`src/swrl_pkg.sv`:
```
// ----------------------------------------------------------------------------
// swrl_pkg: shared types and constants for the single-wire register link master
// Command and status codes, frame constants, CRC-8 helpers and the burst
// descriptor passed from the controller to the result sequencer.
// ----------------------------------------------------------------------------
package swrl_pkg;

	typedef enum logic [1:0] {
		PH_IDLE  = 2'd0,
		PH_READ  = 2'd1,
		PH_WRITE = 2'd2
	} phase_t;

	localparam logic [1:0] CMD_READ    = 2'd0;
	localparam logic [1:0] CMD_WRITE   = 2'd1;
	localparam logic [1:0] CMD_RX      = 2'd2;
	localparam logic [1:0] CMD_TIMEOUT = 2'd3;

	localparam logic [2:0] ST_OK          = 3'd0;
	localparam logic [2:0] ST_NO_ECHO     = 3'd1;
	localparam logic [2:0] ST_BAD_ECHO    = 3'd2;
	localparam logic [2:0] ST_NO_REPLY    = 3'd3;
	localparam logic [2:0] ST_SHORT_REPLY = 3'd4;
	localparam logic [2:0] ST_BAD_FRAME   = 3'd5;
	localparam logic [2:0] ST_BAD_CRC     = 3'd6;

	localparam logic [7:0] SYNC_BYTE   = 8'h05;
	localparam logic [7:0] REPLY_NODE  = 8'hFF;
	localparam logic [7:0] WRITE_FLAG  = 8'h80;
	localparam logic [7:0] CRC_POLY    = 8'h07;

	localparam logic [3:0] READ_FRAME_LEN  = 4'd4;
	localparam logic [3:0] WRITE_FRAME_LEN = 4'd8;
	localparam logic [3:0] READ_DONE_COUNT = 4'd12;

	localparam logic [2:0] LAST_IDX_READ  = 3'd3;
	localparam logic [2:0] LAST_IDX_WRITE = 3'd7;
	localparam logic [2:0] LAST_IDX_DONE  = 3'd0;

	localparam int unsigned APB_ADDR_W = 3;
	localparam logic        REG_LINK_ENABLED = 1'b0;

	// one byte into the CRC, LSB first
	function automatic logic [7:0] crc8_feed(logic [7:0] c, logic [7:0] b);
		logic [7:0] r;
		r = c;
		for (int j = 0; j < 8; j++) begin
			if (r[7] ^ b[j]) begin
				r = {r[6:0], 1'b0} ^ CRC_POLY;
			end else begin
				r = {r[6:0], 1'b0};
			end
		end
		return r;
	endfunction

	// contribution of each message bit to the CRC of a seven-byte message
	function automatic logic [55:0][7:0] crc_contrib_build();
		logic [55:0][7:0] tab;
		logic [6:0][7:0]  msg;
		logic [7:0]       c;
		for (int k = 0; k < 56; k++) begin
			msg = '0;
			msg[k >> 3][k & 7] = 1'b1;
			c = 8'h00;
			for (int b = 0; b < 7; b++) begin
				c = crc8_feed(c, msg[b]);
			end
			tab[k] = c;
		end
		return tab;
	endfunction

	localparam logic [55:0][7:0] CRC_CONTRIB = crc_contrib_build();

	// msg[0] is fed first; leading zero bytes leave a zero CRC unchanged
	function automatic logic [7:0] crc8_frame(logic [6:0][7:0] msg);
		logic [55:0] bits;
		logic [7:0]  c;
		bits = msg;
		c = 8'h00;
		for (int k = 0; k < 56; k++) begin
			if (bits[k]) begin
				c = c ^ CRC_CONTRIB[k];
			end
		end
		return c;
	endfunction

	typedef struct packed {
		logic            tx;
		logic [7:0][7:0] frame;
		logic [2:0]      last_idx;
		logic [2:0]      status;
		logic [31:0]     value;
		logic [3:0]      nrx;
		logic [31:0]     wtot;
		logic [31:0]     eftot;
	} burst_t;

	typedef struct packed {
		logic   load;
		burst_t burst;
	} burst_load_t;

endpackage

```
`src/swrl_req_if.sv`:
```
// ----------------------------------------------------------------------------
// swrl_req_if: command channel
// Valid/ready channel carrying one command beat.
// ----------------------------------------------------------------------------
interface swrl_req_if;
	logic        valid;
	logic        ready;
	logic [1:0]  cmd;
	logic [7:0]  node_addr;
	logic [6:0]  reg_addr;
	logic [31:0] write_value;
	logic [7:0]  rx_byte;

	modport source (
		output valid, cmd, node_addr, reg_addr, write_value, rx_byte,
		input  ready
	);
	modport sink (
		input  valid, cmd, node_addr, reg_addr, write_value, rx_byte,
		output ready
	);
endinterface

```
`src/swrl_rsp_if.sv`:
```
// ----------------------------------------------------------------------------
// swrl_rsp_if: result channel
// Valid/ready channel carrying one result beat.
// ----------------------------------------------------------------------------
interface swrl_rsp_if;
	logic        valid;
	logic        ready;
	logic        tx_valid;
	logic [7:0]  tx_byte;
	logic        done_res;
	logic [2:0]  status;
	logic [31:0] read_value;
	logic [3:0]  bytes_received;
	logic [31:0] write_total;
	logic [31:0] echo_fault_total;
	logic        last;

	modport source (
		output valid, tx_valid, tx_byte, done_res, status, read_value,
		       bytes_received, write_total, echo_fault_total, last,
		input  ready
	);
	modport sink (
		input  valid, tx_valid, tx_byte, done_res, status, read_value,
		       bytes_received, write_total, echo_fault_total, last,
		output ready
	);
endinterface

```
`src/swrl_apb.sv`:
```
// ----------------------------------------------------------------------------
// swrl_apb: configuration register port
// APB-style access to the link enable register.
// ----------------------------------------------------------------------------
module swrl_apb
	import swrl_pkg::*;
(
	input  logic                  clk,
	input  logic                  arst_n,
	input  logic                  psel,
	input  logic                  penable,
	input  logic                  pwrite,
	input  logic [APB_ADDR_W-1:0] paddr,
	input  logic [31:0]           pwdata,
	output logic [31:0]           prdata,
	output logic                  pready,
	output logic                  link_enabled
);

	logic link_enabled_q;
	logic reg_idx;

	assign reg_idx = paddr[APB_ADDR_W-1];
	assign pready  = 1'b1;

	always_ff @(posedge clk or negedge arst_n) begin
		if (!arst_n) begin
			link_enabled_q <= 1'b0;
		end else if (psel && penable && pwrite && pready && reg_idx == REG_LINK_ENABLED) begin
			link_enabled_q <= pwdata[0];
		end
	end

	always_comb begin
		prdata = '0;
		if (reg_idx == REG_LINK_ENABLED) begin
			prdata = {31'd0, link_enabled_q};
		end
	end

	assign link_enabled = link_enabled_q;

endmodule

```
`src/swrl_ctrl.sv`:
```
// ----------------------------------------------------------------------------
// swrl_ctrl: transaction controller
// Holds the link state, builds request frames, checks echo and reply bytes,
// and hands the sequencer a burst descriptor per start and per completion.
// ----------------------------------------------------------------------------
module swrl_ctrl
	import swrl_pkg::*;
(
	input  logic          clk,
	input  logic          arst_n,
	swrl_req_if.sink      request,
	input  logic          slot_free,
	input  logic          link_enabled,
	output burst_load_t   burst_ld
);

	phase_t          phase_q, phase_d;
	logic [3:0]      rx_count_q, rx_count_d;
	logic [7:0][7:0] sent_frame_q, sent_frame_d;
	logic            echo_mismatch_q, echo_mismatch_d;
	logic            reply_bad_frame_q, reply_bad_frame_d;
	logic [7:0]      reply_crc_q, reply_crc_d;
	logic [31:0]     reply_value_q, reply_value_d;
	logic [6:0]      saved_register_q, saved_register_d;
	logic [31:0]     write_count_q, write_count_d;
	logic [31:0]     echo_fault_count_q, echo_fault_count_d;

	logic            acc;
	logic            fin_read, fin_write, crc_ok;
	logic [7:0]      rx;
	logic [7:0]      reg_byte;
	logic [2:0]      st;
	logic [31:0]     val;

	assign request.ready = slot_free;
	assign acc           = request.valid && slot_free;
	assign rx            = request.rx_byte;
	assign reg_byte      = {1'b0, request.reg_addr};

	always_comb begin
		phase_d            = phase_q;
		rx_count_d         = rx_count_q;
		sent_frame_d       = sent_frame_q;
		echo_mismatch_d    = echo_mismatch_q;
		reply_bad_frame_d  = reply_bad_frame_q;
		reply_crc_d        = reply_crc_q;
		reply_value_d      = reply_value_q;
		saved_register_d   = saved_register_q;
		write_count_d      = write_count_q;
		echo_fault_count_d = echo_fault_count_q;
		fin_read           = 1'b0;
		fin_write          = 1'b0;
		crc_ok             = 1'b0;
		st                 = ST_OK;
		val                = '0;
		burst_ld           = '0;
		burst_ld.burst.wtot  = write_count_q;
		burst_ld.burst.eftot = echo_fault_count_q;

		if (acc) begin
			case (request.cmd)
				CMD_READ, CMD_WRITE: begin
					if (!link_enabled) begin
						phase_d                 = PH_IDLE;
						burst_ld.load           = 1'b1;
						burst_ld.burst.status   = ST_NO_ECHO;
						burst_ld.burst.last_idx = LAST_IDX_DONE;
					end else begin
						sent_frame_d[0] = SYNC_BYTE;
						sent_frame_d[1] = request.node_addr;
						if (request.cmd == CMD_READ) begin
							sent_frame_d[2] = reg_byte;
							sent_frame_d[3] = crc8_frame({reg_byte, request.node_addr,
								SYNC_BYTE, 32'd0});
							phase_d = PH_READ;
							burst_ld.burst.last_idx = LAST_IDX_READ;
						end else begin
							sent_frame_d[2] = reg_byte | WRITE_FLAG;
							sent_frame_d[3] = request.write_value[31:24];
							sent_frame_d[4] = request.write_value[23:16];
							sent_frame_d[5] = request.write_value[15:8];
							sent_frame_d[6] = request.write_value[7:0];
							sent_frame_d[7] = crc8_frame({request.write_value[7:0],
								request.write_value[15:8], request.write_value[23:16],
								request.write_value[31:24], reg_byte | WRITE_FLAG,
								request.node_addr, SYNC_BYTE});
							phase_d = PH_WRITE;
							burst_ld.burst.last_idx = LAST_IDX_WRITE;
						end
						rx_count_d        = '0;
						echo_mismatch_d   = 1'b0;
						reply_bad_frame_d = 1'b0;
						reply_crc_d       = '0;
						reply_value_d     = '0;
						saved_register_d  = request.reg_addr;
						burst_ld.load     = 1'b1;
						burst_ld.burst.tx = 1'b1;
						burst_ld.burst.frame = sent_frame_d;
					end
				end
				CMD_TIMEOUT: begin
					case (phase_q)
						PH_READ:  fin_read  = 1'b1;
						PH_WRITE: fin_write = 1'b1;
						default: ;
					endcase
				end
				default: begin
					case (phase_q)
						PH_WRITE: begin
							if (rx != sent_frame_q[rx_count_q[2:0]]) begin
								echo_mismatch_d = 1'b1;
							end
							rx_count_d = rx_count_q + 4'd1;
							if (rx_count_d >= WRITE_FRAME_LEN) begin
								fin_write = 1'b1;
							end
						end
						PH_READ: begin
							case (rx_count_q) inside
								4'd0, 4'd1, 4'd2, 4'd3: begin
									if (rx != sent_frame_q[rx_count_q[2:0]]) begin
										echo_mismatch_d = 1'b1;
									end
								end
								4'd4: begin
									if (rx != SYNC_BYTE) reply_bad_frame_d = 1'b1;
									reply_crc_d = crc8_feed(reply_crc_q, rx);
								end
								4'd5: begin
									if (rx != REPLY_NODE) reply_bad_frame_d = 1'b1;
									reply_crc_d = crc8_feed(reply_crc_q, rx);
								end
								4'd6: begin
									if (rx != {1'b0, saved_register_q}) reply_bad_frame_d = 1'b1;
									reply_crc_d = crc8_feed(reply_crc_q, rx);
								end
								[4'd7:4'd10]: begin
									reply_value_d = {reply_value_q[23:0], rx};
									reply_crc_d   = crc8_feed(reply_crc_q, rx);
								end
								default: ;
							endcase
							if (rx_count_q == 4'd11) begin
								rx_count_d = READ_DONE_COUNT;
								fin_read   = 1'b1;
								crc_ok     = (rx == reply_crc_q);
							end else begin
								rx_count_d = rx_count_q + 4'd1;
								if (rx_count_d >= READ_DONE_COUNT) begin
									fin_read = 1'b1;
								end
							end
						end
						default: ;
					endcase
				end
			endcase
		end

		if (fin_read) begin
			if (rx_count_d == 4'd0) begin
				st = ST_NO_ECHO;
			end else if (rx_count_d < READ_FRAME_LEN || echo_mismatch_d) begin
				st = ST_BAD_ECHO;
			end else if (rx_count_d == READ_FRAME_LEN) begin
				st = ST_NO_REPLY;
			end else if (rx_count_d < READ_DONE_COUNT) begin
				st = ST_SHORT_REPLY;
			end else if (reply_bad_frame_d) begin
				st = ST_BAD_FRAME;
			end else if (!crc_ok) begin
				st = ST_BAD_CRC;
			end else begin
				st  = ST_OK;
				val = reply_value_d;
			end
		end

		if (fin_write) begin
			st = (rx_count_d == WRITE_FRAME_LEN && !echo_mismatch_d) ? ST_OK : ST_BAD_ECHO;
			write_count_d = write_count_q + 32'd1;
			if (st != ST_OK) begin
				echo_fault_count_d = echo_fault_count_q + 32'd1;
			end
		end

		if (fin_read || fin_write) begin
			phase_d                 = PH_IDLE;
			burst_ld.load           = 1'b1;
			burst_ld.burst.status   = st;
			burst_ld.burst.value    = val;
			burst_ld.burst.nrx      = rx_count_d;
			burst_ld.burst.last_idx = LAST_IDX_DONE;
			burst_ld.burst.wtot     = write_count_d;
			burst_ld.burst.eftot    = echo_fault_count_d;
		end
	end

	always_ff @(posedge clk or negedge arst_n) begin
		if (!arst_n) begin
			phase_q            <= PH_IDLE;
			rx_count_q         <= '0;
			echo_mismatch_q    <= 1'b0;
			reply_bad_frame_q  <= 1'b0;
			reply_crc_q        <= '0;
			reply_value_q      <= '0;
			saved_register_q   <= '0;
			write_count_q      <= '0;
			echo_fault_count_q <= '0;
		end else begin
			phase_q            <= phase_d;
			rx_count_q         <= rx_count_d;
			echo_mismatch_q    <= echo_mismatch_d;
			reply_bad_frame_q  <= reply_bad_frame_d;
			reply_crc_q        <= reply_crc_d;
			reply_value_q      <= reply_value_d;
			saved_register_q   <= saved_register_d;
			write_count_q      <= write_count_d;
			echo_fault_count_q <= echo_fault_count_d;
		end
	end

	always_ff @(posedge clk) begin
		sent_frame_q <= sent_frame_d;
	end

`ifndef NO_ASSERTIONS
	a_read_count: assert property (@(posedge clk) disable iff (!arst_n)
		(phase_q == PH_READ) |-> (rx_count_q < READ_DONE_COUNT))
		else $error("read phase with count past reply end");
	a_write_count: assert property (@(posedge clk) disable iff (!arst_n)
		(phase_q == PH_WRITE) |-> (rx_count_q < WRITE_FRAME_LEN))
		else $error("write phase with count past echo end");
	a_start_enters: assert property (@(posedge clk) disable iff (!arst_n)
		(acc && link_enabled && request.cmd == CMD_WRITE) |=> (phase_q == PH_WRITE))
		else $error("write start did not enter write phase");
`endif

endmodule

```
`src/swrl_emit.sv`:
```
// ----------------------------------------------------------------------------
// swrl_emit: result sequencer
// Holds one burst descriptor and sends its result beats one per ready cycle.
// ----------------------------------------------------------------------------
module swrl_emit
	import swrl_pkg::*;
(
	input  logic          clk,
	input  logic          arst_n,
	input  burst_load_t   burst_ld,
	output logic          slot_free,
	swrl_rsp_if.source    result
);

	logic       valid_q;
	logic [2:0] idx_q;
	burst_t     burst_q;
	logic       is_last;
	logic       out_fire;

	assign is_last   = (idx_q == burst_q.last_idx);
	assign out_fire  = valid_q && result.ready;
	assign slot_free = !valid_q || (result.ready && is_last);

	always_ff @(posedge clk or negedge arst_n) begin
		if (!arst_n) begin
			valid_q <= 1'b0;
			idx_q   <= '0;
		end else if (burst_ld.load) begin
			valid_q <= 1'b1;
			idx_q   <= '0;
		end else if (out_fire) begin
			if (is_last) begin
				valid_q <= 1'b0;
			end else begin
				idx_q <= idx_q + 3'd1;
			end
		end
	end

	always_ff @(posedge clk) begin
		if (burst_ld.load) begin
			burst_q <= burst_ld.burst;
		end
	end

	assign result.valid            = valid_q;
	assign result.tx_valid         = burst_q.tx;
	assign result.tx_byte          = burst_q.frame[idx_q];
	assign result.done_res         = !burst_q.tx;
	assign result.status           = burst_q.status;
	assign result.read_value       = burst_q.value;
	assign result.bytes_received   = burst_q.nrx;
	assign result.write_total      = burst_q.wtot;
	assign result.echo_fault_total = burst_q.eftot;
	assign result.last             = is_last;

`ifndef NO_ASSERTIONS
	a_load_free: assert property (@(posedge clk) disable iff (!arst_n)
		burst_ld.load |-> slot_free)
		else $error("descriptor loaded over a pending burst");
	a_idx_range: assert property (@(posedge clk) disable iff (!arst_n)
		valid_q |-> (idx_q <= burst_q.last_idx))
		else $error("beat index past burst end");
	a_advance: assert property (@(posedge clk) disable iff (!arst_n)
		(out_fire && !is_last && !burst_ld.load) |=>
		(valid_q && idx_q == $past(idx_q) + 3'd1))
		else $error("burst did not advance to next beat");
`endif

endmodule

```
`src/single_wire_register_link_master_unit.sv`:
```
// ----------------------------------------------------------------------------
// single_wire_register_link_master_unit: single-wire register link master
// Builds read/write request frames with CRC-8, checks echo and reply bytes,
// reports completion status and keeps write and echo fault counts.
//
//   channel   dir  beat
//   request   in   cmd, node_addr, reg_addr, write_value, rx_byte
//   result    out  tx byte or completion report, counts, last
//   apb       in   link_enabled register at byte address 0
//
// A command is processed in the cycle it is accepted; its results go out
// from the sequencer register starting the next cycle, one beat per cycle
// while result is ready. A read start gives 4 beats, a write start 8, a
// completion 1; the next command is taken as the last beat of the current
// burst leaves. Received bytes that finish nothing produce no beat.
// arst_n clears link state, counts and the link enable register.
// ----------------------------------------------------------------------------
module single_wire_register_link_master_unit
	import swrl_pkg::*;
(
	input  logic                  clk,
	input  logic                  arst_n,
	swrl_req_if.sink              request,
	swrl_rsp_if.source            result,
	input  logic                  psel,
	input  logic                  penable,
	input  logic                  pwrite,
	input  logic [APB_ADDR_W-1:0] paddr,
	input  logic [31:0]           pwdata,
	output logic [31:0]           prdata,
	output logic                  pready
);

	logic        link_enabled;
	logic        slot_free;
	burst_load_t burst_ld;

	swrl_apb u_apb (
		.clk          (clk),
		.arst_n       (arst_n),
		.psel         (psel),
		.penable      (penable),
		.pwrite       (pwrite),
		.paddr        (paddr),
		.pwdata       (pwdata),
		.prdata       (prdata),
		.pready       (pready),
		.link_enabled (link_enabled)
	);

	swrl_ctrl u_ctrl (
		.clk          (clk),
		.arst_n       (arst_n),
		.request      (request),
		.slot_free    (slot_free),
		.link_enabled (link_enabled),
		.burst_ld     (burst_ld)
	);

	swrl_emit u_emit (
		.clk       (clk),
		.arst_n    (arst_n),
		.burst_ld  (burst_ld),
		.slot_free (slot_free),
		.result    (result)
	);

endmodule

```
`src/flat_wrapper.sv`:
```
// flat-port wrapper written by rule: the top's interface ports become plain ports
module single_wire_register_link_master_unit_flat import swrl_pkg::*;
  (clk, arst_n, psel, penable, pwrite, paddr, pwdata, prdata, pready, request_valid, request_cmd, request_node_addr, request_reg_addr, request_write_value, request_rx_byte, request_ready, result_valid, result_tx_valid, result_tx_byte, result_done_res, result_status, result_read_value, result_bytes_received, result_write_total, result_echo_fault_total, result_last, result_ready);
  swrl_req_if request_i ();
  swrl_rsp_if result_i ();
  input  logic clk;
  input  logic arst_n;
  input  logic psel;
  input  logic penable;
  input  logic pwrite;
  input  logic [APB_ADDR_W-1:0] paddr;
  input  logic [31:0] pwdata;
  output logic [31:0] prdata;
  output logic pready;
  input wire logic [$bits(request_i.valid)-1:0] request_valid;
  input wire logic [$bits(request_i.cmd)-1:0] request_cmd;
  input wire logic [$bits(request_i.node_addr)-1:0] request_node_addr;
  input wire logic [$bits(request_i.reg_addr)-1:0] request_reg_addr;
  input wire logic [$bits(request_i.write_value)-1:0] request_write_value;
  input wire logic [$bits(request_i.rx_byte)-1:0] request_rx_byte;
  output wire logic [$bits(request_i.ready)-1:0] request_ready;
  output wire logic [$bits(result_i.valid)-1:0] result_valid;
  output wire logic [$bits(result_i.tx_valid)-1:0] result_tx_valid;
  output wire logic [$bits(result_i.tx_byte)-1:0] result_tx_byte;
  output wire logic [$bits(result_i.done_res)-1:0] result_done_res;
  output wire logic [$bits(result_i.status)-1:0] result_status;
  output wire logic [$bits(result_i.read_value)-1:0] result_read_value;
  output wire logic [$bits(result_i.bytes_received)-1:0] result_bytes_received;
  output wire logic [$bits(result_i.write_total)-1:0] result_write_total;
  output wire logic [$bits(result_i.echo_fault_total)-1:0] result_echo_fault_total;
  output wire logic [$bits(result_i.last)-1:0] result_last;
  input wire logic [$bits(result_i.ready)-1:0] result_ready;
  assign request_i.valid = request_valid;
  assign request_i.cmd = request_cmd;
  assign request_i.node_addr = request_node_addr;
  assign request_i.reg_addr = request_reg_addr;
  assign request_i.write_value = request_write_value;
  assign request_i.rx_byte = request_rx_byte;
  assign request_ready = request_i.ready;
  assign result_valid = result_i.valid;
  assign result_tx_valid = result_i.tx_valid;
  assign result_tx_byte = result_i.tx_byte;
  assign result_done_res = result_i.done_res;
  assign result_status = result_i.status;
  assign result_read_value = result_i.read_value;
  assign result_bytes_received = result_i.bytes_received;
  assign result_write_total = result_i.write_total;
  assign result_echo_fault_total = result_i.echo_fault_total;
  assign result_last = result_i.last;
  assign result_i.ready = result_ready;
  single_wire_register_link_master_unit u_core (.clk(clk), .arst_n(arst_n), .request(request_i), .result(result_i), .psel(psel), .penable(penable), .pwrite(pwrite), .paddr(paddr), .pwdata(pwdata), .prdata(prdata), .pready(pready));
endmodule
```
`config.mk`:
```
export PLATFORM = sky130hd
export DESIGN_NAME = single_wire_register_link_master_unit_flat
export DESIGN_NICKNAME = d
export VERILOG_FILES = /design/src/swrl_pkg.sv /design/src/swrl_req_if.sv /design/src/swrl_rsp_if.sv /design/src/swrl_apb.sv /design/src/swrl_ctrl.sv /design/src/swrl_emit.sv /design/src/single_wire_register_link_master_unit.sv /design/src/flat_wrapper.sv
export SDC_FILE = /design/constraint.sdc
export NUM_CORES = 1
export LEC_CHECK = 0
export BUFFER_PORTS_ARGS = -buffer_cell sky130_fd_sc_hd__buf_2
export CORE_ASPECT_RATIO = 1.5
export CORE_MARGIN = 2
export CORE_UTILIZATION = 45
export DETAILED_ROUTE_END_ITERATION = 7
export PLACE_DENSITY = 0.63
export SYNTH_ARGS = -nofsm -noshare
export SYNTH_HDL_FRONTEND = slang
export SYNTH_SLANG_ARGS = --single-unit
```
`constraint.sdc`:
```
create_clock -name clk -period 10.85 [get_ports clk]
set_clock_uncertainty 0.1 [all_clocks]
set_input_delay 1.085 -clock clk [delete_from_list [all_inputs] [get_ports clk]]
set_output_delay 1.085 -clock clk [all_outputs]
set_load 0.05 [all_outputs]
```
After elaboration in Yosys (flattened, before gate mapping) --
Index checks and enable logic that the tools add are counted.
Operators by class: multipliers 0, shift operators 0, add/subtract/negate cells 4, reductions and logical operators 35, multiplexer cells 632, div/mod/pow operators 0, equal/unequal tests 22, magnitude comparators 8, bitwise logic cells 131
Operators by type and width (number):
- $mux 8 | 477
- $mux 32 | 19
- $not 3->3 | 71
- $mux 72 | 2
- $mux 3 | 43
- $mux 7 | 17
- $not 5->5 | 23
- $mux 103 | 1
- $mux 65 | 1
- $add 32x1->32 const B | 2
- $pmux 32 s2 | 1
- $mux 6 | 9
- $bmux 8 s3 | 2
- $mux 1 | 33
- $mux 5 | 6
- $xor 1x1->1 | 29
- $mux 4 | 6
- $eq 4x3->1 const B | 4
- $mux 16 | 1
- $pmux 4 s2 | 2
- $pmux 8 s2 | 1
- $mux 2 | 6
- $pmux 1 s2 | 5
- $reduce_bool 2->1 | 5
- 36 further kinds | 66
Word-level totals: output and inout port bits 149, latch bits 0, bits in read-only memories 0, memories kept 0, register bits 351, logic and storage cells 866, input bits 99, memory bits (writable) 0

Depth between registers and ports, before layout --
Gate-level depths: netlist (run 1).
depth after elaboration 300, mapped depth 16, mapped depth without buffers 10

By module --
A second synthesis (run 1) with hierarchy kept.
Second synthesis, totals: cell total of the unflattened synthesis 1523, area, all modules 18104.9 sq um
Modules (own cells, without submodules):
- swrl_ctrl | instances 1, area each 11096.9 sq um, sequential area each 4659.5 sq um, cells an instance 1148
- swrl_emit | instances 1, area each 6706.4 sq um, sequential area each 5235.0 sq um, cells an instance 337
- swrl_apb | instances 1, area each 301.5 sq um, sequential area each 25.0 sq um, cells an instance 38

Worst setup path after synthesis (run 1) --
Ideal clock, no wire load.
path kind input to register, start point input request_cmd[1], end point register u_core.u_ctrl.phase_q[0], arrival 6145 ps, stages on the path 7, setup slack 4267 ps, data required time 10412 ps, path buffers 2, setup time 338 ps, cell sequence clkbuf_1 -> nand2_1 -> a2111oi_4 -> clkbuf_1 -> nor2_1 -> nand2_1 -> o22ai_1
On the way: cells in the longest elaborated chain, start to end 7, elaborated cells on any way between the ends 17, classes of those cells 2 x eq/ne; 9 x mux; 6 x reduce/logical
RTL lines:
- start: declaration | line flat_wrapper.sv:16 | input wire logic [$bits(request_i.cmd)-1:0] request_cmd;
- $eq 2x1->1 / $logic_not 2->1 (equally long branches) | line swrl_ctrl.sv:61, swrl_ctrl.sv:71
- $reduce_or 2->1
- $pmux 1 s2 | line swrl_ctrl.sv:61 | case (request.cmd)
- $mux 1 | line swrl_ctrl.sv:60 | if (acc) begin
- $logic_or 1x1->1 | line swrl_ctrl.sv:188 | if (fin_read || fin_write) begin
- $reduce_bool 2->1 (no line)
- $reduce_and 2->1 (no line)
- end signal: assignment | line swrl_ctrl.sv:212 | phase_q <= phase_d;
- end: declaration | line swrl_ctrl.sv:17 | phase_t phase_q, phase_d;
Several ways; a longest one is shown, not always the timed one. The select of a mux whose other input is x is not followed. A chain may end at the register's enable or synchronous reset.

==> results.yml, run 1 <==
worst_setup_path:
  cp_slowest_cell: "buf_4"
  critPathMaxStageDelay_ns: 1.02
  rr_worst_depth: 7
  crit_fanout: 90
  cp-end-kind: "flip-flop"
  criticalPathCategory: "flip-flop to flip-flop"
  reg2reg_slack_ns: 6.30
  critPathArrivalTime_ns: 4.58
  cp.required_ns: 10.88
  worstSetupStartpointType: "flip-flop"
  r2r-end: "u_core.u_emit.burst_q[120]$_SDFFCE_PN0P_"
  crit_chain: "ha_1, nand3b_1, o311ai_0, and3_1, nor2_1, nand2_4, buf_4"
  timing.rr.start: "u_core.u_ctrl.rx_count_q[0]$_DFF_PN0_"
timing:
  period_share_pct: 41.9
  final_hold_viol_count: 0
  grt_setup_unrepaired: "false"
  maxSlewViolCount: 0
  worstMarginPinSlew_ns: 1.18
  setup_viol: 0
  fmax_ghz: 0.220
  min_period_ns: 4.55
  tns_ns: 0
  slew_headroom_pct: 21.5
detailed_routing:
  wl_mm: 38.2
  ant_nets: 0
  wire_per_inst_um: 19.2
  first_pass_iters: 7
  vias_per_cell: 5.25
  drtIter0Drc: 701
  drcViolationCount: 0
  via_count: 10451
final_layout:
  diodes: 0
  nNetsFinal: 1584
  fin_area_um2: 18800
  syn_to_final_growth_pct: 8.90
  final_cell_mix: "218 x edfxtp_1, 181 x buf_2, 165 x xnor2_1"
  drive_gt1_share_pct: 20.9
  fin_cells: 1991
  num-fill-cells: 3434
  final_common_cell: "edfxtp_1"
global_route:
  met2_usage_pct: 35.0
  grt_max_degree: 91
  grt_pass1_vias: 10483
  grt_overflow: 0
  antenna_found_initial: 0
  grt.busiest_layer: "met2"
  met1_usage_pct: 23.5
  grt_pass1_wl_mm: 59.3
  gr-usage-met3_pct: 2.26
  track_usage_pct: 19.3
die:
  core-area_um2: 37700
  die_area_um2: 39900
  die_x_um: 164
  io-pin-count: 248
  die_h_um: 244
  start_util_pct: 45.8
  fp-row-count: 87
clocking:
  tritoncts: "yes"
  hold_buffers: 0
  path_clk_slew_ns: 0.07
  clk_path_buf_depth: 3
  cts_root_buffer: "clkbuf_16"
  clock_latency_ns: 0.52
  cts_max_level: 2
  clock-sinks: 342
  numCtsBuffers: 34
  cts_resized: 0
  cts_setup_buffers: 0
logic_synthesis:
  yosys_warnings: 0
  synth-simple-area-share_pct: 11.7
  synth-edff-count: 218
  synthXorXnorAreaFrac_pct: 12.3
  avgSynthCellArea_um2: 12.2
  ys_types: 78
  synth_flop_cell: "edfxtp_1"
  async_flop_share_pct: 36.3
  yosys-mux-area-fraction_pct: 3.86
  ys_ff_latch: 342
  netlist_instances: 1415
  synthAdderAreaFrac_pct: 0.653
  synth_top_family_by_area: "XOR/XNOR gates"
  synth_compound_area_share_pct: 7.20
  syn_area_um2: 17200
  ys_seq_area_share_pct: 56.0
place:
  place_hpwl_mm: 26.8
  port_buffers: 182
  dpl_cell_area_um2: 17700
  place_congestion: 0.892
  dp_cells: 1929
power_and_ir_drop:
  total_leakage_power_nw: 7.45
  p_per_area_nw_per_um2: 214
  ir_drop_v: 0.000159
min_path:
  hold_depth: 1
  hp-start: "u_core.u_ctrl.echo_fault_count_q[13]$_DFF_PN0_"
  hold_path_class: "flip-flop to flip-flop"
  worst_hold_path.endpoint: "u_core.u_ctrl.echo_fault_count_q[13]$_DFF_PN0_"
run_status:
  status: "completed"
job:
  drv_cap: 0
==> sequential cells by signal, summed over array words and instances, names as in the netlist, 4 cells and up <==
name and flops:
u_core.u_emit.burst_q 59, u_core.u_ctrl.sent_frame_q 56, u_core.u_ctrl.echo_fault_count_q 32, u_core.u_ctrl.reply_value_q 32, u_core.u_ctrl.write_count_q 32, u_core.u_emit.result.echo_fault_total 32, u_core.u_emit.result.read_value 32, u_core.u_emit.result.write_total 32
u_core.u_ctrl.reply_crc_q 8, u_core.u_ctrl.saved_register_q 7, u_core.u_ctrl.rx_count_q 4, u_core.u_emit.result.bytes_received 4
==> critical path, delay by kind of cell, from the launching register on <==
family	cells	cell delay [ns]
AO/OA/AOI/OAI	1	0.16
adder cells (fa/ha/maj)	1	0.42
buffers and inverters	1	1.02
flip-flops	1	0.93
AND/OR/NAND/NOR	4	1.38
==> synthesized netlist by cell type, types with 7 or more instances <==
cell type | count | share of area (%)
nor3_1 | 17 | 0.49
a22oi_1 | 9 | 0.39
xor2_1 | 73 | 3.7
nor2b_1 | 17 | 0.62
buf_4 | 139 | 6.1
nand2_1 | 140 | 3.0
a21o_1 | 11 | 0.48
mux4_2 | 14 | 1.8
ha_1 | 9 | 0.65
buf_6 | 7 | 0.46
nor2_1 | 38 | 0.83
mux2i_1 | 17 | 0.99
mux2_2 | 11 | 0.72
and4_1 | 8 | 0.41
a21oi_1 | 41 | 1.2
inv_1 | 21 | 0.46
nand4_1 | 18 | 0.65
clkbuf_1 | 44 | 0.96
nor4_1 | 13 | 0.47
edfxtp_1 | 218 | 38
and2_1 | 37 | 1.3
a22o_1 | 31 | 1.6
xnor2_1 | 165 | 8.4
nor2b_2 | 20 | 1.0
o21ai_0 | 35 | 1.0
o31ai_1 | 7 | 0.30
dfrtp_1 | 124 | 18
nand3_1 | 28 | 0.81
and3_1 | 13 | 0.47
==> final cells by class <==
type / instances / area [um2] / share of cell area [%]
clock inverters: 12 / 85.1 / 0.453
multi-input cells: 881 / 6300 / 33.6
repair buffers: 195 / 1010 / 5.41
inverters: 22 / 82.6 / 0.440
well taps: 489 / 612 / 3.26
flip-flops and latches: 342 / 9650 / 51.4
clock buffers: 50 / 1030 / 5.47
==> power by group <==
part | internal [mW] | switching [mW]
sequential | 1.57 | 0.100
combinational | 0.383 | 0.797
clock | 0.684 | 0.483
==> per-layer routing <==
| metal | vias to the layer above | share of wire, % |
|---|---|---|
| li1 | 4942 | - |
| met1 | 5177 | 40 |
| met2 | 282 | 53 |
| met3 | 50 | 4.0 |
| met4 | 0 | 2.8 |
| met5 | - | 0 |
==> through the flow <==
stage / hold WS [ns] / power, mW / worst slack (ns) / util (%)
3_5_place_dp: 0.370 / 2.89 / 6.20 / 46.9
6_report: 0.384 / 4.02 / 6.30 / 49.8
4_1_cts: 0.384 / 4.06 / 6.29 / 49.8
2_1_floorplan: 0.346 / 2.67 / 4.27 / -
5_1_grt: 0.406 / 4.20 / 5.94 / 49.8
3_3_place_gp: 0.361 / 2.87 / 6.31 / 46.9
==> worst max path at each step <==
stage | start | end | slack (ns) | depth (start not counted)
3_5_place_dp | request_cmd[1] | u_core.u_emit.burst_q[119]$_SDFFCE_PN0P_ | 6.20 | 6
5_1_grt | u_core.u_ctrl.rx_count_q[0]$_DFF_PN0_ | u_core.u_ctrl.phase_q[1]$_DFFE_PN0P_ | 5.94 | 8
6_report | u_core.u_ctrl.rx_count_q[0]$_DFF_PN0_ | u_core.u_emit.burst_q[120]$_SDFFCE_PN0P_ | 6.30 | 7
3_3_place_gp | request_cmd[1] | u_core.u_emit.burst_q[119]$_SDFFCE_PN0P_ | 6.31 | 6
4_1_cts | u_core.u_ctrl.rx_count_q[0]$_DFF_PN0_ | u_core.u_emit.burst_q[119]$_SDFFCE_PN0P_ | 6.29 | 7
2_1_floorplan | request_cmd[1] | u_core.u_ctrl.phase_q[0]$_DFFE_PN0P_ | 4.27 | 7
==> kinds of logic after synthesis <==
group / Yosys count
other cells: 2
flops: 342
compound gates: 174
buf+inv: 222
mux: 47
simple gates: 379
xor+xnor: 240
fa+ha+maj: 9
Power figures use the tool's default switching activity.
==> run 2, diff against run 1 <==
--- a/config.mk
+++ b/config.mk
@@ -5,12 +5,13 @@
 export SDC_FILE = /design/constraint.sdc
 export NUM_CORES = 1
 export LEC_CHECK = 0
+export ABC_AREA = 1
 export BUFFER_PORTS_ARGS = -buffer_cell sky130_fd_sc_hd__buf_2
 export CORE_ASPECT_RATIO = 1.5
 export CORE_MARGIN = 2
 export CORE_UTILIZATION = 45
 export DETAILED_ROUTE_END_ITERATION = 7
-export PLACE_DENSITY = 0.63
+export PLACE_DENSITY = 0.62
 export SYNTH_ARGS = -nofsm -noshare
 export SYNTH_HDL_FRONTEND = slang
 export SYNTH_SLANG_ARGS = --single-unit
==> constraint.sdc (replaced) <==
create_clock -name clk -period 4.3 [get_ports clk]
set_clock_uncertainty 0.1 [all_clocks]
set_input_delay 0.43 -clock clk [delete_from_list [all_inputs] [get_ports clk]]
set_output_delay 0.43 -clock clk [all_outputs]
set_load 0.05 [all_outputs]
==> results.yml, run 2 <==
detailed_routing:
  ant_nets: 0
  first_pass_iters: 5
  drcViolationCount: 0
  via_count: 14663
  drtIter0Drc: 965
  wire_per_inst_um: 18.2
  wl_mm: 52.5
  vias_per_cell: 5.08
clocking:
  cts_root_buffer: "clkbuf_16"
  tritoncts: "yes"
  clock_latency_ns: 0.53
  cts_setup_buffers: 0
  clk_path_buf_depth: 3
  path_clk_slew_ns: 0.07
  numCtsBuffers: 34
  clock-sinks: 342
  cts_max_level: 2
worst_setup_path:
  cp_top_family: "simple AND/OR/NAND/NOR gates"
  critPathMaxStageDelay_ns: 0.42
  cp.buffers_inverters: 7
  critPathArrivalTime_ns: 3.64
  cp-end-kind: "flip-flop"
  crit_chain: "inv_2, nand2_1, nand2_2, nand4_2, nand2_4, nand2_8, clkinv_4, nand2_4, nor2_4, inv_2, nand2_4, inv_2, nand2_4, buf_4, nand3_4, buf_12, nand2_1, inv_2, nand2_1, nand2_1"
  cp.required_ns: 4.47
  worstSetupStartpointType: "flip-flop"
  crit_fanout: 35
  criticalPathCategory: "flip-flop to flip-flop"
  rr_worst_depth: 20
  worst-path-stages: 20
  cp_slowest_cell: "dfrtp_1"
place:
  place_congestion: 0.955
  pre_cts_ws_ns: 0.790
  dpl_cell_area_um2: 20500
  place_hpwl_mm: 38.3
  port_buffers: 182
final_layout:
  syn_to_final_growth_pct: 8.03
  regArea_um2: 9650
  nNetsFinal: 2394
  multi_input_area_um2: 7990
  final_cell_mix: "533 x nand2_1, 229 x inv_1, 218 x edfxtp_1"
  largest-register: "u_core.u_emit.burst_q"
  final_common_cell: "nand2_1"
  num-fill-cells: 4243
  largest_reg_flops: 59
  top_regs: "u_core.u_emit.burst_q x59, u_core.u_ctrl.sent_frame_q x56"
  fin_area_um2: 21500
  drive_gt1_share_pct: 15.3
die:
  core-area_um2: 43800
  io-pin-count: 248
  start_util_pct: 45.6
  die_area_um2: 46000
  fp-row-count: 94
  die_h_um: 262
  die_x_um: 176
logic_synthesis:
  ys_seq_area_share_pct: 48.4
  yosysMostFrequentCell: "nand2_1"
  synthTopCellsByCount: "534 x nand2_1, 229 x inv_1, 218 x edfxtp_1, 148 x nor2_1, 141 x buf_4"
  ys_top_cells_by_area: "edfxtp_1 33%, dfrtp_1 16%, nand2_1 10%"
  synth-edff-count: 218
  yosysTopAreaCell: "edfxtp_1"
  netlist_instances: 2242
  ys_types: 52
  avgSynthCellArea_um2: 8.89
  yosys_warnings: 0
  yosysTopAreaCellShare_pct: 32.8
  syn_area_um2: 19900
  async_flop_share_pct: 36.3
  synth_flop_cell: "edfxtp_1"
  ys_ff_latch: 342
timing:
  setup_ws_ns: 0.837
  fmax_ghz: 0.289
  worstMarginPinSlew_ns: 0.989
  setup_viol: 0
  slew_headroom_pct: 34.0
  grt_setup_unrepaired: "false"
  maxSlewViolCount: 0
  period_share_pct: 80.5
  tns_ns: 0
  min_period_ns: 3.46
  final_hold_viol_count: 0
  hold_ws_ns: 0.0943
job:
  drv_cap: 0
global_route:
  grt_max_degree: 67
  grt_pass1_vias: 14453
  antenna_found_initial: 1
  track_usage_pct: 22.9
  grt_pass1_wl_mm: 80.9
  grt_overflow: 0
min_path:
  hold_depth: 2
  hold_path_class: "input port to flip-flop"
power_and_ir_drop:
  p_total_mw: 11.7
  p_per_area_nw_per_um2: 541
  total_leakage_power_nw: 9.12
  ir_drop_v: 0.000420
run_status:
  status: "completed"
-- run 2: cell types whose count changed in the layout (fill, tap and decap cells not counted), moves of 34 or more --
cell	change
inv_1	+209
nand3_1	+54
and2_1	-37
nand2_1	+394
xor2_1	+53
nor2_4	+34
nor2_1	+112
o21ai_0	+81
xnor2_1	-35
-- run 2: worst reg2reg max path, cell delays in order, from the launching register on --
cell and delay, ns:
dfrtp_1 0.42, inv_2 0.32, nand2_1 0.15, nand2_2 0.10, nand4_2 0.11, nand2_4 0.12
nand2_8 0.10, clkinv_4 0.09, nand2_4 0.10, nor2_4 0.12, inv_2 0.09, nand2_4 0.22
inv_2 0.14, nand2_4 0.10, buf_4 0.32, nand3_4 0.12, buf_12 0.18, nand2_1 0.15
inv_2 0.05, nand2_1 0.05, nand2_1 0.07
-- run 2: area by class of cell --
cell class | count | area share [%]
flip-flops and latches | 342 | 44.8
diodes | 1 | 0.0116
multi-input cells | 1449 | 37.1
clock buffers | 46 | 4.31
inverters | 249 | 4.36
well taps | 576 | 3.35
repair buffers | 210 | 5.46
clock inverters | 14 | 0.622
-- run 2: per-stage QoR --
stage / utilization [%] / std cells
3_5_place_dp: 46.8 / 2825
5_1_grt: 49.2 / 2887
4_1_cts: 49.2 / 2886
6_report: 49.2 / 2887
3_3_place_gp: 46.8 / 2825
2_1_floorplan: - / 2272
-- run 2: cell families (layout without fill, tap and decap cells) --
kind of cell | Yosys count | in the layout | synth area share (%)
and+or+nand+nor | 947 | 947 | 21.6
buffers and inverters | 481 | 519 | 12.2
DFF | 342 | 342 | 48.4
xor gates and xnor gates | 258 | 258 | 11.4
AOI/OAI and AO/OA | 203 | 203 | 5.69
adders and majority gates | 9 | 9 | 0.565
other | 2 | 33 | 0.0377
-- run 2: layer usage --
layer	global-route usage [%]	up-vias	part of all wire, %
li1	-	7138	-
met1	26.0	7000	38
met2	42.9	429	53
met3	2.36	96	4.0
met4	10.6	0	4.5
met5	0	-	0
-- run 2: what timing repair did --
item                      in CTS  in global routing
hold endpoints to repair      58                  0
hold buffers                   1                  0
gates resized for setup        0                  0
-- run 2: report_power, final --
part	internal, mW	switching (mW)	leakage (nW)
logic	1.19	3.20	4.94
clock network	1.64	1.26	0.504
registers	4.10	0.263	3.68
-- run 2: worst paths after layout --
path | startpoint | end | slack (ns)
max | u_core.u_emit.idx_q[1]$_DFFE_PN0P_ | u_core.u_emit.result.echo_fault_total[0]$_DFFE_PP_ | 0.84
min | request_cmd[0] | u_core.u_ctrl.phase_q[0]$_DFFE_PN0P_ | 0.09
max reg2reg | u_core.u_emit.idx_q[1]$_DFFE_PN0P_ | u_core.u_emit.result.echo_fault_total[0]$_DFFE_PP_ | 0.84
min reg2reg | u_core.u_ctrl.saved_register_q[2]$_DFFE_PN0P_ | u_core.u_ctrl.saved_register_q[2]$_DFFE_PN0P_ | 0.40
max in group asynchronous | arst_n | u_core.u_ctrl.echo_fault_count_q[27]$_DFF_PN0_ | 2.62
min in group asynchronous | arst_n | u_core.u_ctrl.reply_value_q[27]$_DFF_PN0_ | 0.45
